$ cat src/rtl/imu6_pkg.sv
package imu6_pkg;

   localparam int AXIS_COUNT = 3;
   localparam int LANE_COUNT = 2 * AXIS_COUNT;
   localparam int CUT_W      = 16;
   localparam int STEP_W     = 20;
   localparam int ALPHA_W    = 24;
   localparam int CSR_IDX_W  = 8;
   localparam int CSR_DATA_W = 32;

   // 2*pi in Q24 and 1e7 * 2^24 for the alpha denominator
   localparam logic [26:0] TWO_PI_Q24 = 27'd105414357;
   localparam logic [63:0] DEN_BASE   = 64'd167772160000000;

   // alpha unit sequence: product, two partial products, seed, then divide
   localparam logic [4:0] AL_MUL_CT   = 5'd0;
   localparam logic [4:0] AL_MUL_LO   = 5'd1;
   localparam logic [4:0] AL_MUL_HI   = 5'd2;
   localparam logic [4:0] AL_DIV_INIT = 5'd3;
   localparam logic [4:0] AL_LAST     = 5'd27;

   localparam logic [CSR_IDX_W-1:0] CSR_ACCEL_CUT = 8'd0;
   localparam logic [CSR_IDX_W-1:0] CSR_GYRO_CUT  = 8'd1;
   localparam logic [CSR_IDX_W-1:0] CSR_MIN_STEP  = 8'd2;
   localparam logic [CSR_IDX_W-1:0] CSR_MAX_STEP  = 8'd3;

   typedef enum logic [1:0] {
      OC_FILTERED = 2'd0,
      OC_FIRST    = 2'd1,
      OC_RESEED   = 2'd2,
      OC_CLEARED  = 2'd3
   } outcome_type;

   typedef enum logic [2:0] {
      LOP_HOLD,
      LOP_CLEAR,
      LOP_SEED,
      LOP_MUL,
      LOP_ADD
   } lane_op_type;

   typedef struct packed {
      lane_op_type        op;
      logic [ALPHA_W-1:0] alpha;
   } lane_ctl_type;

   typedef enum logic [2:0] {
      ST_IDLE,
      ST_ALPHA,
      ST_MUL,
      ST_ADD,
      ST_OUT
   } state_type;

endpackage

$ cat src/rtl/imu6_lane.sv
module imu6_lane
   import imu6_pkg::*;
#(
   parameter int WIDTH = 32
)(
   input  logic                    clock,
   input  logic                    reset,
   input  lane_ctl_type            ctl,
   input  logic signed [WIDTH-1:0] x,
   output logic signed [WIDTH-1:0] y
);

   localparam int PW = WIDTH + 1 + ALPHA_W + 1;

   logic signed [WIDTH-1:0] y_ff, y_in;
   logic signed [PW-1:0]    prod_ff, prod_in;
   logic signed [WIDTH:0]   diff;

   // exact difference, one bit wider than a sample
   assign diff    = {x[WIDTH-1], x} - {y_ff[WIDTH-1], y_ff};
   assign prod_in = PW'(diff) * PW'($signed({1'b0, ctl.alpha}));

   // track update: clear, seed from the sample, or floor of product over 2^24 added to the state
   always_comb begin
      y_in = y_ff;
      case (ctl.op)
         LOP_CLEAR: y_in = '0;
         LOP_SEED:  y_in = x;
         LOP_ADD:   y_in = y_ff + prod_ff[WIDTH+ALPHA_W-1:ALPHA_W];
         default:   y_in = y_ff;
      endcase
   end

   always_ff @(posedge clock) begin
      if (reset) begin
         y_ff <= '0;
      end else begin
         y_ff <= y_in;
      end
      if (ctl.op == LOP_MUL) begin
         prod_ff <= prod_in;
      end
   end

   assign y = y_ff;

endmodule
$ cat config.mk
export PLATFORM = sky130hd
export DESIGN_NAME = imu6_lane
export DESIGN_NICKNAME = d
export VERILOG_FILES = /design/src/rtl/imu6_pkg.sv /design/src/rtl/imu6_lane.sv
export SDC_FILE = /design/constraint.sdc
export NUM_CORES = 2
export LEC_CHECK = 0
export BUFFER_PORTS_ARGS = -buffer_cell sky130_fd_sc_hd__buf_2
export CAP_MARGIN = 20
export CELL_PAD_IN_SITES_DETAIL_PLACEMENT = 0
export CELL_PAD_IN_SITES_GLOBAL_PLACEMENT = 1
export CORE_UTILIZATION = 45
export CTS_CLUSTER_SIZE = 24
export DETAILED_ROUTE_END_ITERATION = 6
export MAX_ROUTING_LAYER = met4
export PLACE_DENSITY_LB_ADDON = 0.15
export SYNTH_ARGS = -nofsm -noshare
export SYNTH_HDL_FRONTEND = slang
export SYNTH_SLANG_ARGS = --single-unit
$ cat constraint.sdc
create_clock -name clock -period 11.5 [get_ports clock]
set_input_delay 1.15 -clock clock [delete_from_list [all_inputs] [get_ports clock]]
set_output_delay 1.15 -clock clock [all_outputs]
set_load 0.01 [all_outputs]
# Word-level counts from Yosys, hierarchy flattened
# Cells that the tools add are included.
[word_totals]
n_memories = 0
ff_bits = 88
latchBits = 0
ramBits = 0
mem_bits_ro = 0
in_bits = 61
wordCells = 11
[classes]
n_reduce_logical = 1
add_sub_neg = 2
shifts = 0
magnitude_cmp = 0
n_div = 0
eq_ne = 4
n_bitwise = 0
muxes = 1
multipliers = 1
[op_table]
columns = ["op", "count"]
rows = [
  ["$pmux W32 S3", 1],
  ["$mul A33 B25 Y56", 1],
  ["$sub A32 B32 Y33", 1],
  ["$add A32 B32 Y32", 1],
  ["$eq A3 B2 Y1 const B", 2],
  ["$eq A3 B1 Y1 const B", 1],
  ["$eq A3 B3 Y1 const B", 1],
  ["$reduce_bool A3 Y1", 1],
]

# Longest topological paths before layout
[depth]
depth_word = 2
depth_mapped = 38

# Worst setup path after synthesis
# No wires, ideal clock.
[synth_timing]
path_type = "input-to-reg"
from = "in x[17]"
to = "reg prod_ff[55] (data pin)"
setup_ps = 268
path_slack_ps = 1323
t_arrival_ps = 9909
required_ps = 11232
path_buffers = 2
stages = 32
path_cell_list = "ha_1 -> a21oi_1 -> o21ai_1 -> a221oi_1 -> and3_1 -> a21oi_1 -> a211o_1 -> a2111o_1 -> o21ai_0 -> clkbuf_1 -> nand2_1 -> fa_1 -> fa_1 -> inv_1 -> fa_1 -> clkbuf_1 -> inv_1 -> maj3_1 -> fa_1 -> inv_1 -> fa_1 -> inv_1 -> fa_1 -> inv_1 -> ha_1 -> nor2b_1 -> o21ai_0 -> nand2b_1 -> a221o_2 -> a211o_1 -> a21oi_2 -> xnor3_1"
[synth_between]
elab_chain_cells = 2
[synth_rtl]
columns = ["item", "line_no", "text"]
rows = [
  ["start, declared", "imu6_lane.sv:9", "input logic signed [WIDTH-1:0] x,"],
  ["$sub A32 B32 Y33", "imu6_lane.sv:20", "assign diff = {x[WIDTH-1], x} - {y_ff[WIDTH-1], y_ff};"],
  ["$mul A33 B25 Y56", "imu6_lane.sv:21", "assign prod_in = PW'(diff) * PW'($signed({1'b0, ctl.alpha}));"],
  ["net prod_in[55]", "imu6_lane.sv:16", "logic signed [PW-1:0] prod_ff, prod_in;"],
  ["end signal, assigned", "imu6_lane.sv:41", "prod_ff <= prod_in;"],
  ["end, declared", "imu6_lane.sv:16", ""],
]
# The timed path passes the listed nets, and every way through them passes these cells.
# A chain may end at the register's enable or synchronous reset.

# Worst setup path in the final report
[layout_timing]
from = "in x[0]"
to = "reg prod_ff[55] (data pin)"
# Same word-level chain as after synthesis.

==> key figures <==
Status
  • Outcome: completed

Setup path
  • Critical Path RT: 11.59 ns
  • Cell mode on critical path: fa_1
  • Flop2flop setup slack: 0.85 ns
  • CP max stage delay: 0.77 ns
  • Crit path capture: prod_ff[55]
  • CP startpoint kind: input pin
  • R2R depth: 31
  • Setup CP Type: in2reg
  • CP Capture Type: flop
  • Worst-path fanout max: 14
  • Critical Path AT: 11.22 ns
  • Slowest stage cell on the critical path: fa_1
  • Worst Setup SP: x[0]
  • Reg-to-Reg Start: y[0]
  • R2R Path End: prod_ff[55]

GRT
  • Global route total overflow: 0
  • Initial antenna violation count: 4
  • Largest net degree at the start of global routing: 35
  • Vias in the first global route: 26190
  • GRT Total Usage: 28.73%
  • Global-route wire length before repair: 155400 um

Cells and area
  • Commonest non-fill, non-tap cell in the layout: inv_1
  • Post-layout nets: 4609
  • N_diodes: 0
  • Most frequent cells in the layout: 842 x inv_1, 787 x fa_1, 399 x and2_1
  • Filler cells: 6865
  • Area delta synth->final: 6.576%
  • Fin util: 48.77%
  • Proportion of layout cells with a drive suffix above 1: 6.306%

Floorplanning
  • Die Wd: 269.5 um
  • Std-Cell Rows: 97
  • Die Area: 72650 um2
  • Core Area: 70390 um2
  • Starting Density: 45.76%
  • Die height: 269.5 um
  • I/O Pins: 93

Place
  • Port Buffers: 92
  • GP Congestion: 0.9298
  • Hpwl dp: 78290 um

Logic synthesis
  • YS warnings: 0
  • Distinct cells, synth: 66
  • Ys flop type: edfxtp_1
  • Cell area after synthesis: 32210 um2
  • Sequential area share after synthesis: 4.972%
  • Post-Synthesis Cells: 3534
  • Syn avg cell area: 9.115 um2
  • Post-synth EDFFs: 32
  • Synth async-reset ratio: 0%
  • Synth Net Count: 4596
  • Synth Register Bits: 64

STA
  • Hold Vio Cnt, Final: 0
  • Max Clock Freq: 89.85 MHz
  • Max-slew headroom: 27.94%
  • Tmin final: 11.13 ns
  • Finish-stage setup viols: 0
  • TNS Setup: 0 ns
  • RSZ-0062 raised after global routing: false
  • Period utilisation layout: 96.78%
  • Max-slew violation count: 0
  • Fin Clk Skew: 0.007140 ns
  • Slew at the pin closest to its max-slew limit: 1.080 ns

Drt
  • Total Wirelength: 98110 um
  • Residual DRC count: 0
  • Via Count: 24100
  • Pre-Repair DR Iteration Count: 5
  • Avg Vias per Cell: 5.364
  • Final antenna-violating net count: 0
  • DR iter-0 viols: 1665
  • Wire length per cell: 21.84 um

Clock network
  • Setup Buffers After CTS: 0
  • CTS Hold Bufs: 0
  • Root Buffer: clkbuf_16
  • Clock latency on the worst-skew pair: 0.35 ns
  • H-tree depth: 3
  • Max Root-Sink Buffers: 2
  • CTS tree: yes
  • Post_cts resized: 0
  • Num Clock Sinks: 64
  • Num CTS Buffers: 9
  • Clk slew on worst S/H paths: 0.06 ns

Hold path
  • Hold crit path type: reg2reg

Job
  • Number of max-cap violations: 0
[worst min path at each step]
stage / startpoint / end / slack, ns / depth (start not counted)
6_report: y[28] / y[28] / 0.53 / 2
5_1_grt: y[28] / y[28] / 0.56 / 2
4_1_cts: y[28] / y[28] / 0.54 / 2
3_5_place_dp: y[28] / y[28] / 0.53 / 2
3_3_place_gp: y[28] / y[28] / 0.52 / 2
2_1_floorplan: y[28] / y[28] / 0.52 / 2
[metrics by stage]
step	hold WS, ns	std cells	cell area, um2	worst slack, ns
6_report	0.5339	4492	34330	0.3702
5_1_grt	0.5620	4492	34330	0.0002185
4_1_cts	0.5371	4491	34310	0.3921
3_5_place_dp	0.5306	4475	34010	0.08827
3_3_place_gp	0.5206	4474	34000	0.2831
2_1_floorplan	0.5209	3534	32210	1.323
[cells in the mapped netlist, types with 5 or more instances]
cell type	number	area [um2]
a211oi_1	10	75.07
a21o_1	31	232.7
a21oi_1	93	465.5
a221oi_1	5	43.79
a222oi_1	21	210.2
a22oi_1	7	52.55
a31oi_1	9	56.30
and2_1	399	2496
and3_1	27	168.9
clkbuf_1	156	585.6
dfxtp_1	32	640.6
edfxtp_1	32	960.9
fa_1	787	15760
ha_1	214	2678
inv_1	842	3161
nand2_1	376	1411
nand2b_1	31	193.9
nand3_1	29	145.1
nand4_1	11	68.82
nor2_1	89	334.1
nor2b_1	38	237.7
nor3_1	21	105.1
o211ai_1	5	37.54
o21a_1	20	150.1
o21ai_0	59	295.3
o21bai_1	13	97.59
o22ai_1	5	31.28
o31a_1	5	43.79
xnor2_1	75	656.9
xor2_1	29	254.0
[critical path, delay by kind of cell]
| kind | cells | cell delay, ns |
|---|---|---|
| AND/OR/NAND/NOR | 3 | 0.66 |
| buffers and inverters | 6 | 0.72 |
| XOR/XNOR | 1 | 0.38 |
| adder cells (fa/ha/maj) | 10 | 4.58 |
| AO/OA/AOI/OAI | 13 | 3.71 |
[kinds of logic (layout without fill, tap and decap cells)]
group	Yosys count	in the layout	share of synthesized area, %
mux	1	1	0.03108
simple gates	1040	1040	16.47
fa+ha+maj	1004	1004	57.32
flops	64	64	4.972
buf+inv	999	1017	11.64
xor+xnor	105	105	2.898
compound gates	321	321	6.666
[routing by layer]
| metal | global-route usage [%] | up-vias | wire length, um |
|---|---|---|---|
| li1 | - | 10530 | - |
| met1 | 41.25 | 12670 | 45480 |
| met2 | 44.23 | 808 | 44820 |
| met3 | 3.491 | 92 | 6273 |
| met4 | 4.994 | 0 | 1537 |
| met5 | - | - | 0 |
[sequential cells by signal, indices dropped and copies added (netlist names)]
name     flops
prod_ff     32
y           32
[final cells by class]
type | count | area (um2) | share of cell area (%)
Multi-Input combinational cell | 2471 | 27110 | 78.98
Inverter | 842 | 3161 | 9.207
Sequential cell | 64 | 1602 | 4.665
Tap cell | 940 | 1176 | 3.426
Timing Repair Buffer | 159 | 978.4 | 2.850
Clock buffer | 13 | 260.3 | 0.7581
Clock inverter | 3 | 40.04 | 0.1166
Power is not shown: default switching activity piles up to over one toggle a cycle in this logic, so the estimate is an artifact.
