`src/rtl/imu6_pkg.sv`:
```
package imu6_pkg;

   localparam int AXIS_COUNT = 3;
   localparam int LANE_COUNT = 2 * AXIS_COUNT;
   localparam int CUT_W      = 16;
   localparam int STEP_W     = 20;
   localparam int ALPHA_W    = 24;
   localparam int CSR_IDX_W  = 8;
   localparam int CSR_DATA_W = 32;

   // 2*pi in Q24 and 1e7 * 2^24 for the alpha denominator
   localparam logic [26:0] TWO_PI_Q24 = 27'd105414357;
   localparam logic [63:0] DEN_BASE   = 64'd167772160000000;

   // alpha unit sequence: product, two partial products, seed, then divide
   localparam logic [4:0] AL_MUL_CT   = 5'd0;
   localparam logic [4:0] AL_MUL_LO   = 5'd1;
   localparam logic [4:0] AL_MUL_HI   = 5'd2;
   localparam logic [4:0] AL_DIV_INIT = 5'd3;
   localparam logic [4:0] AL_LAST     = 5'd27;

   localparam logic [CSR_IDX_W-1:0] CSR_ACCEL_CUT = 8'd0;
   localparam logic [CSR_IDX_W-1:0] CSR_GYRO_CUT  = 8'd1;
   localparam logic [CSR_IDX_W-1:0] CSR_MIN_STEP  = 8'd2;
   localparam logic [CSR_IDX_W-1:0] CSR_MAX_STEP  = 8'd3;

   typedef enum logic [1:0] {
      OC_FILTERED = 2'd0,
      OC_FIRST    = 2'd1,
      OC_RESEED   = 2'd2,
      OC_CLEARED  = 2'd3
   } outcome_type;

   typedef enum logic [2:0] {
      LOP_HOLD,
      LOP_CLEAR,
      LOP_SEED,
      LOP_MUL,
      LOP_ADD
   } lane_op_type;

   typedef struct packed {
      lane_op_type        op;
      logic [ALPHA_W-1:0] alpha;
   } lane_ctl_type;

   typedef enum logic [2:0] {
      ST_IDLE,
      ST_ALPHA,
      ST_MUL,
      ST_ADD,
      ST_OUT
   } state_type;

endpackage

```
`src/rtl/imu6_alpha.sv`:
```
module imu6_alpha
   import imu6_pkg::*;
(
   input  logic               clock,
   input  logic               reset,
   input  logic               start,
   input  logic [CUT_W-1:0]   cutoff,
   input  logic [STEP_W-1:0]  step,
   output logic               done,
   output logic [ALPHA_W-1:0] alpha
);

   logic                    busy_ff, busy_in;
   logic                    done_ff, done_in;
   logic [4:0]              cnt_ff, cnt_in;
   logic [CUT_W+STEP_W-1:0] ct_ff, ct_in;
   logic [63:0]             num_ff, num_in;
   logic [63:0]             den_ff, den_in;
   logic [63:0]             rem_ff, rem_in;
   logic [ALPHA_W-1:0]      q_ff, q_in;
   logic [63:0]             rem_sh;
   logic                    ge;

   // operands held for the product cycle
   logic [CUT_W-1:0]  cutoff_q;
   logic [STEP_W-1:0] step_q;

   // one quotient bit per cycle, restoring
   assign rem_sh = {rem_ff[62:0], 1'b0};
   assign ge     = (rem_sh >= den_ff);

   always_comb begin
      busy_in = busy_ff;
      done_in = 1'b0;
      cnt_in  = cnt_ff;
      ct_in   = ct_ff;
      num_in  = num_ff;
      den_in  = den_ff;
      rem_in  = rem_ff;
      q_in    = q_ff;
      if (start) begin
         busy_in = 1'b1;
         cnt_in  = AL_MUL_CT;
      end else if (busy_ff) begin
         cnt_in = cnt_ff + 5'd1;
         case (cnt_ff)
            AL_MUL_CT: ct_in = {{STEP_W{1'b0}}, cutoff_q} * {{CUT_W{1'b0}}, step_q};
            AL_MUL_LO: num_in = 64'(ct_ff[17:0]) * 64'(TWO_PI_Q24);
            AL_MUL_HI: num_in = num_ff +
                                {1'b0, 45'(ct_ff[35:18]) * 45'(TWO_PI_Q24), 18'd0};
            AL_DIV_INIT: begin
               den_in = DEN_BASE + num_ff;
               rem_in = num_ff;
               q_in   = '0;
            end
            default: begin
               rem_in = ge ? (rem_sh - den_ff) : rem_sh;
               q_in   = {q_ff[ALPHA_W-2:0], ge};
               if (cnt_ff == AL_LAST) begin
                  busy_in = 1'b0;
                  done_in = 1'b1;
               end
            end
         endcase
      end
   end

   always_ff @(posedge clock) begin
      if (start) begin
         cutoff_q <= cutoff;
         step_q   <= step;
      end
   end

   always_ff @(posedge clock) begin
      if (reset) begin
         busy_ff <= 1'b0;
         done_ff <= 1'b0;
         cnt_ff  <= '0;
      end else begin
         busy_ff <= busy_in;
         done_ff <= done_in;
         cnt_ff  <= cnt_in;
      end
      ct_ff  <= ct_in;
      num_ff <= num_in;
      den_ff <= den_in;
      rem_ff <= rem_in;
      q_ff   <= q_in;
   end

   assign done  = done_ff;
   assign alpha = q_ff;

endmodule

```
`config.mk`:
```
export PLATFORM = sky130hd
export DESIGN_NAME = imu6_alpha
export DESIGN_NICKNAME = d
export VERILOG_FILES = /design/src/rtl/imu6_pkg.sv /design/src/rtl/imu6_alpha.sv
export SDC_FILE = /design/constraint.sdc
export NUM_CORES = 2
export LEC_CHECK = 0
export BUFFER_PORTS_ARGS = -buffer_cell sky130_fd_sc_hd__buf_2
export CORE_MARGIN = 5
export CORE_UTILIZATION = 61
export CTS_BUF_LIST = sky130_fd_sc_hd__clkbuf_4 sky130_fd_sc_hd__clkbuf_8
export DETAILED_ROUTE_END_ITERATION = 16
export PLACE_DENSITY = 0.8
export SYNTH_ARGS = -nofsm -noshare
export SYNTH_HDL_FRONTEND = slang
export SYNTH_SLANG_ARGS = --single-unit
```
`constraint.sdc`:
```
create_clock -name clock -period 7.1 [get_ports clock]
set_input_delay 1.42 -clock clock [delete_from_list [all_inputs] [get_ports clock]]
set_output_delay 1.42 -clock clock [all_outputs]
set_load 0.005 [all_outputs]
```
Word level (Yosys, flattened, before mapping)

Cells that the tools add are included.

Register bits after elaboration: 294
Latch bits: 0
RAM bits: 0
ROM bits: 0
Output and inout port bits: 25
Word-level logic and storage cells: 44
Memories: 0

$add $sub $neg: 4
Multipliers: 3
Divide/modulo/power cells: 0
Order comparisons: 1
Eq/ne operators: 4
Shift-type cells: 0
Multiplexer cells: 9
Bitwise logic cells: 3
Reduce and logical (&&, ||, !) cells: 10

Operator list:

| kind                     | number |
|---|---|
| $pmux W64 S2             | 1 |
| $pmux W63 S2             | 1 |
| $mul A18 B27 Y45 const B | 2 |
| $add A48 B64 Y64 const A | 1 |
| $add A64 B63 Y64         | 1 |
| $ge A64 B64 Y1           | 1 |
| $mux W63                 | 1 |
| $sub A63 B63 Y63         | 1 |
| $pmux W24 S2             | 1 |
| $mul A16 B20 Y36         | 1 |
| $reduce_and A3 Y1        | 4 |
| $eq A5 B2 Y1 const B     | 2 |
| $reduce_or A7 Y1         | 1 |
| $add A5 B1 Y5 const B    | 1 |
| $eq A5 B1 Y1 const B     | 1 |
| $eq A5 B5 Y1 const B     | 1 |
| $logic_not A5 Y1         | 1 |
| $mux W1                  | 5 |
| $reduce_or A4 Y1         | 1 |
| $not A1 Y1               | 3 |
| $reduce_or A3 Y1         | 1 |
| $reduce_bool A2 Y1       | 1 |
| $reduce_or A2 Y1         | 1 |

Depth between registers and ports, before layout

Depth after elaboration: 5
Depth in mapped cells: 34
Gate-level depth less buffers: 34

Worst setup path before layout

OpenSTA, ideal clock, no wires.

Kind: register -> register
From: register ct_ff[27]
To: register num_ff[60], data pin
Arrival: 7.616 ns
Slack: -0.780 ns
Cell stages (with the launch flop): 32
Buffers on the path: 0
Path through: edfxtp_1 fa_1 inv_1 fa_1 inv_1 fa_1 fa_1 fa_1 inv_1 fa_1 inv_1 ha_1 and3_1 and2_1 a221o_1 a21oi_1 a21oi_1 nor3_1 a21oi_1 nor2_1 o21ai_0 xnor2_1 ha_1 a21o_1 o21bai_1 a21o_1 a21o_1 a21oi_1 o21bai_1 or3_1 mux2i_1 nor2_1

Longest elaborated chain between the ends: 3

Ends and longest elaborated chain:

| item                   | line             | text |
|---|---|---|
| start, declared        | imu6_alpha.sv:16 | `logic [CUT_W+STEP_W-1:0] ct_ff, ct_in;` |
| start signal, assigned | imu6_alpha.sv:85 | `ct_ff <= ct_in;` |
| $mul A18 B27 Y45       | imu6_alpha.sv:50 | `{1'b0, 45'(ct_ff[35:18]) * 45'(TWO_PI_Q24), 18'd0};` |
| $add A64 B63 Y64       | imu6_alpha.sv:49 | `AL_MUL_HI: num_in = num_ff +` |
| $pmux W64 S2           | imu6_alpha.sv:46 | `case (cnt_ff)` |
| end signal, assigned   | imu6_alpha.sv:86 | `num_ff <= num_in;` |
| end, declared          | imu6_alpha.sv:17 | `logic [63:0] num_ff, num_in;` |

No other way between the ends.
A chain may end at the register's enable or synchronous reset.

Worst setup path after layout

From: register ct_ff[25]
To: register num_ff[63], data pin

Same word-level chain as after synthesis.

==> impl.org <==
** STA
- Tightest hold margin :: 446.3 ps
- The routed design could run at a clock period as short as 7713 ps.
- The number of hold violations in the final report was 0.
- Setup repair after global routing could not meet its margin everywhere.
- Measured against its own limit, the worst slew margin works out to 41.04%.
- Final worst path period share :: 108.6%
- Final setup slack of the worst path :: -613.4 ps
- Setup-violating endpoint count in the final report :: 17
- Number of pins with negative max-slew slack in the final report :: 0
- On the final layout, the worst clock skew is 53.40 ps.
- Worst slew pin tran :: 884.3 ps
- Static timing analysis puts the maximum clock frequency at 0.1296 GHz.

** Drt
- Count of nets left with antenna violations after detail routing :: 0
- Length of the first detailed-routing pass in iterations :: 7
- Aggregate routed wire length :: 110400 um
- In the routed layout, each cell is associated on average with a via count of 5.649.
- Average detailed-routed wire length per instance :: 18.28 um
- Remaining routing DRC violations :: 0
- Across all layers, the routed design uses 34106 vias.
- Detailed Route Iter0 Violations :: 2306

** Synth
- Count of flip-flops with a built-in enable after synthesis :: 287
- The biggest area contributor in the post-synthesis netlist is fa_1.
- Combined area of all synthesized cells :: 0.04422 sq mm
- The number of nets in the synthesized netlist is 5900.
- Largest cells by area after synthesis :: fa_1 (26%), edfxtp_1 (19%), ha_1 (17%), inv_1 (7.4%), nand2_1 (4.0%)
- The share of synthesized area in the top cell type comes to 26.17%.
- Yosys warning total :: 0
- Synth cell types :: 79
- Proportion of synthesized flip-flops having asynchronous set or reset :: 0%
- Synthesis handed over a netlist of 4690 instances.
- Synthesis-stage register bit count :: 294
- By count the netlist is led by inv_1 (871), ha_1 (593), fa_1 (578), nand2_1 (470), edfxtp_1 (287).
- Most frequently used flop master after synthesis :: edfxtp_1
- Mean instance size in the synthesized netlist :: 9.428 sq um
- For this run, the register share of the synthesized area comes to 19.81%.
- Among all cell types in the netlist, the one instantiated most often is inv_1.

** CTS
- The clock passes through at most 3 buffers.
- Clock Latency Late Sink :: 700 ps
- H-tree depth :: 2
- Clock tree from TritonCTS :: done
- Number of buffers inserted during clock tree synthesis :: 55
- After clock tree synthesis, the clock-pin slew on the worst setup and hold paths is 70 ps.
- In this run the clock root is driven by a clkbuf_8.
- Clock sink count :: 294

** Floorplanning
- I/O pin count :: 64
- The initial utilization of the core area, before any placement, comes to 61.64%.
- Die span in y :: 279.2 um
- Number of rows created at floorplan :: 98
- In this run the standard cell core region covers 0.07173 sq mm.
- Die Area :: 0.07798 sq mm
- From left edge to right edge, the die measures 279.2 um.

** Worst setup path
- STA classifies the critical path startpoint as a flip-flop.
- By startpoint and endpoint, the worst setup path is classified as reg2reg.
- Crit path max fanout :: 5
- Arr. time, crit path :: 8140 ps
- The cell that appears most often on the critical path is a21oi_2.
- The largest single stage delay on the critical path is 620 ps.
- Largest delay contributor family on the critical path :: adder cells
- Required time at the endpoint of the critical path :: 7520 ps
- The worst setup path is captured at a flip-flop.
- Count of buffer and inverter cells on the critical path :: 6
- Worst-path cell with the longest stage delay :: fa_2

** GRT
- Number of global-route vias before repair :: 35315
- Pin count of the biggest net entering global routing :: 77
- The first global-routing pass estimated 179700 um of wire.
- GRT Total Usage :: 28.25%
- Leftover overflow at the end of global routing :: 0
- The initial antenna violation count was 1.

** Layout
- In the final layout, the share of cells above drive strength 1 is 14.29%.
- For this run, the post-layout net count is 6256.
- Area overhead of the layout relative to synthesis :: 13.49%
- The finished layout holds 6038 standard cells, fillers aside.

** Place
- Instance count after placement with tap cells included :: 5894
- Summed over all nets, the half-perimeter wirelength after detailed placement is 91580 um.
- In this run the tool buffered the top-level ports with 63 buffer cells.
- At the end of routability-driven placement, the weighted congestion stood at 0.9585.

** Outcome
- Violations in the final reports :: negative setup slack
- Status :: finished, violations left

** Run
- The tool flagged a number of max-cap violations equal to 0.

** Min path
- Type of the worst min-delay path :: reg2reg
[cell families (layout without fill, tap and decap cells)]
family	count (synthesis)	in the layout	synth area share, %
other cells	0	1	0
mux	10	10	0.2292
flops	294	294	19.81
fa+ha+maj	1171	1171	42.95
simple gates	1123	1123	11.83
compound gates	841	841	12.01
xor+xnor	224	224	4.437
buf+inv	1027	1424	8.741
[flip-flops by register name (all words and copies together) (netlist names)]
register  cells
ct_ff        36
rem_ff       63
busy_ff       1
alpha        24
cutoff_q     16
step_q       20
done          1
num_ff       64
cnt_ff        5
den_ff       64
[cell type report]
class,instances,area [sq um]
Inverter,871,3272
Antenna cell,1,2.502
Timing Repair Buffer,455,3312
Fill cell,5451,21550
Multi-Input combinational cell,3369,32420
Clock inverter,31,379.1
Tap cell,950,1189
Sequential cell,294,8758
Clock buffer,67,847.1
[path summary, 6_finish.rpt]
check / startpoint / to / slack (ps) / cells after the start
min reg2reg: num_ff[2]$_DFFE_PP_ / den_ff[2]$_DFFE_PP_ / 450 / 0
min: num_ff[2]$_DFFE_PP_ / den_ff[2]$_DFFE_PP_ / 450 / 0
max reg2reg: ct_ff[25]$_DFFE_PP_ / num_ff[63]$_SDFFCE_PN0P_ / -610 / 33
max: ct_ff[25]$_DFFE_PP_ / num_ff[63]$_SDFFCE_PN0P_ / -610 / 33
[cells in the final DEF (no fill, tap or decap), types with 83 or more instances in the layout]
cell      count
inv_1       850
ha_1        576
fa_1        567
nand2_1     465
buf_4       380
edfxtp_1    287
a21oi_1     247
nor2_1      224
and2_1      142
xnor2_1     138
o21ai_0     126
a21o_1      111
xor2_1       83
[layer usage]
| metal | vias to the layer above | GRT usage (%) | part of all wire [%] |
|---|---|---|---|
| met4 | 0 | 8.508 | 3.4 |
| li1 | 16228 | - | - |
| met2 | 1092 | 48.16 | 48 |
| met1 | 16558 | 37.50 | 42 |
| met3 | 228 | 4.599 | 6.3 |
| met5 | - | 0 | 0 |
[timing repair]
action,4_1_cts,5_1_grt
endpoints found under the setup margin,21,25
pin swaps,76,81
resized for setup,58,88
hold buffers,0,0
buffers inserted,18,28
[stage by stage]
stage                     setup TNS (ps)  setup WS (ps)  utilization [%]  cell area (sq um)
after floorplan                   -867.3         -324.7                -              44510
after global placement             -4074         -451.2            66.97              48040
after detailed placement           -6086         -548.1            66.97              48040
after CTS                          -2629         -421.9            69.17              49620
after global routing              -10230         -911.4            69.96              50180
final                              -4464         -613.4            69.96              50180
Power is not shown: default switching activity piles up to over one toggle a cycle in this logic, so the estimate is an artifact.
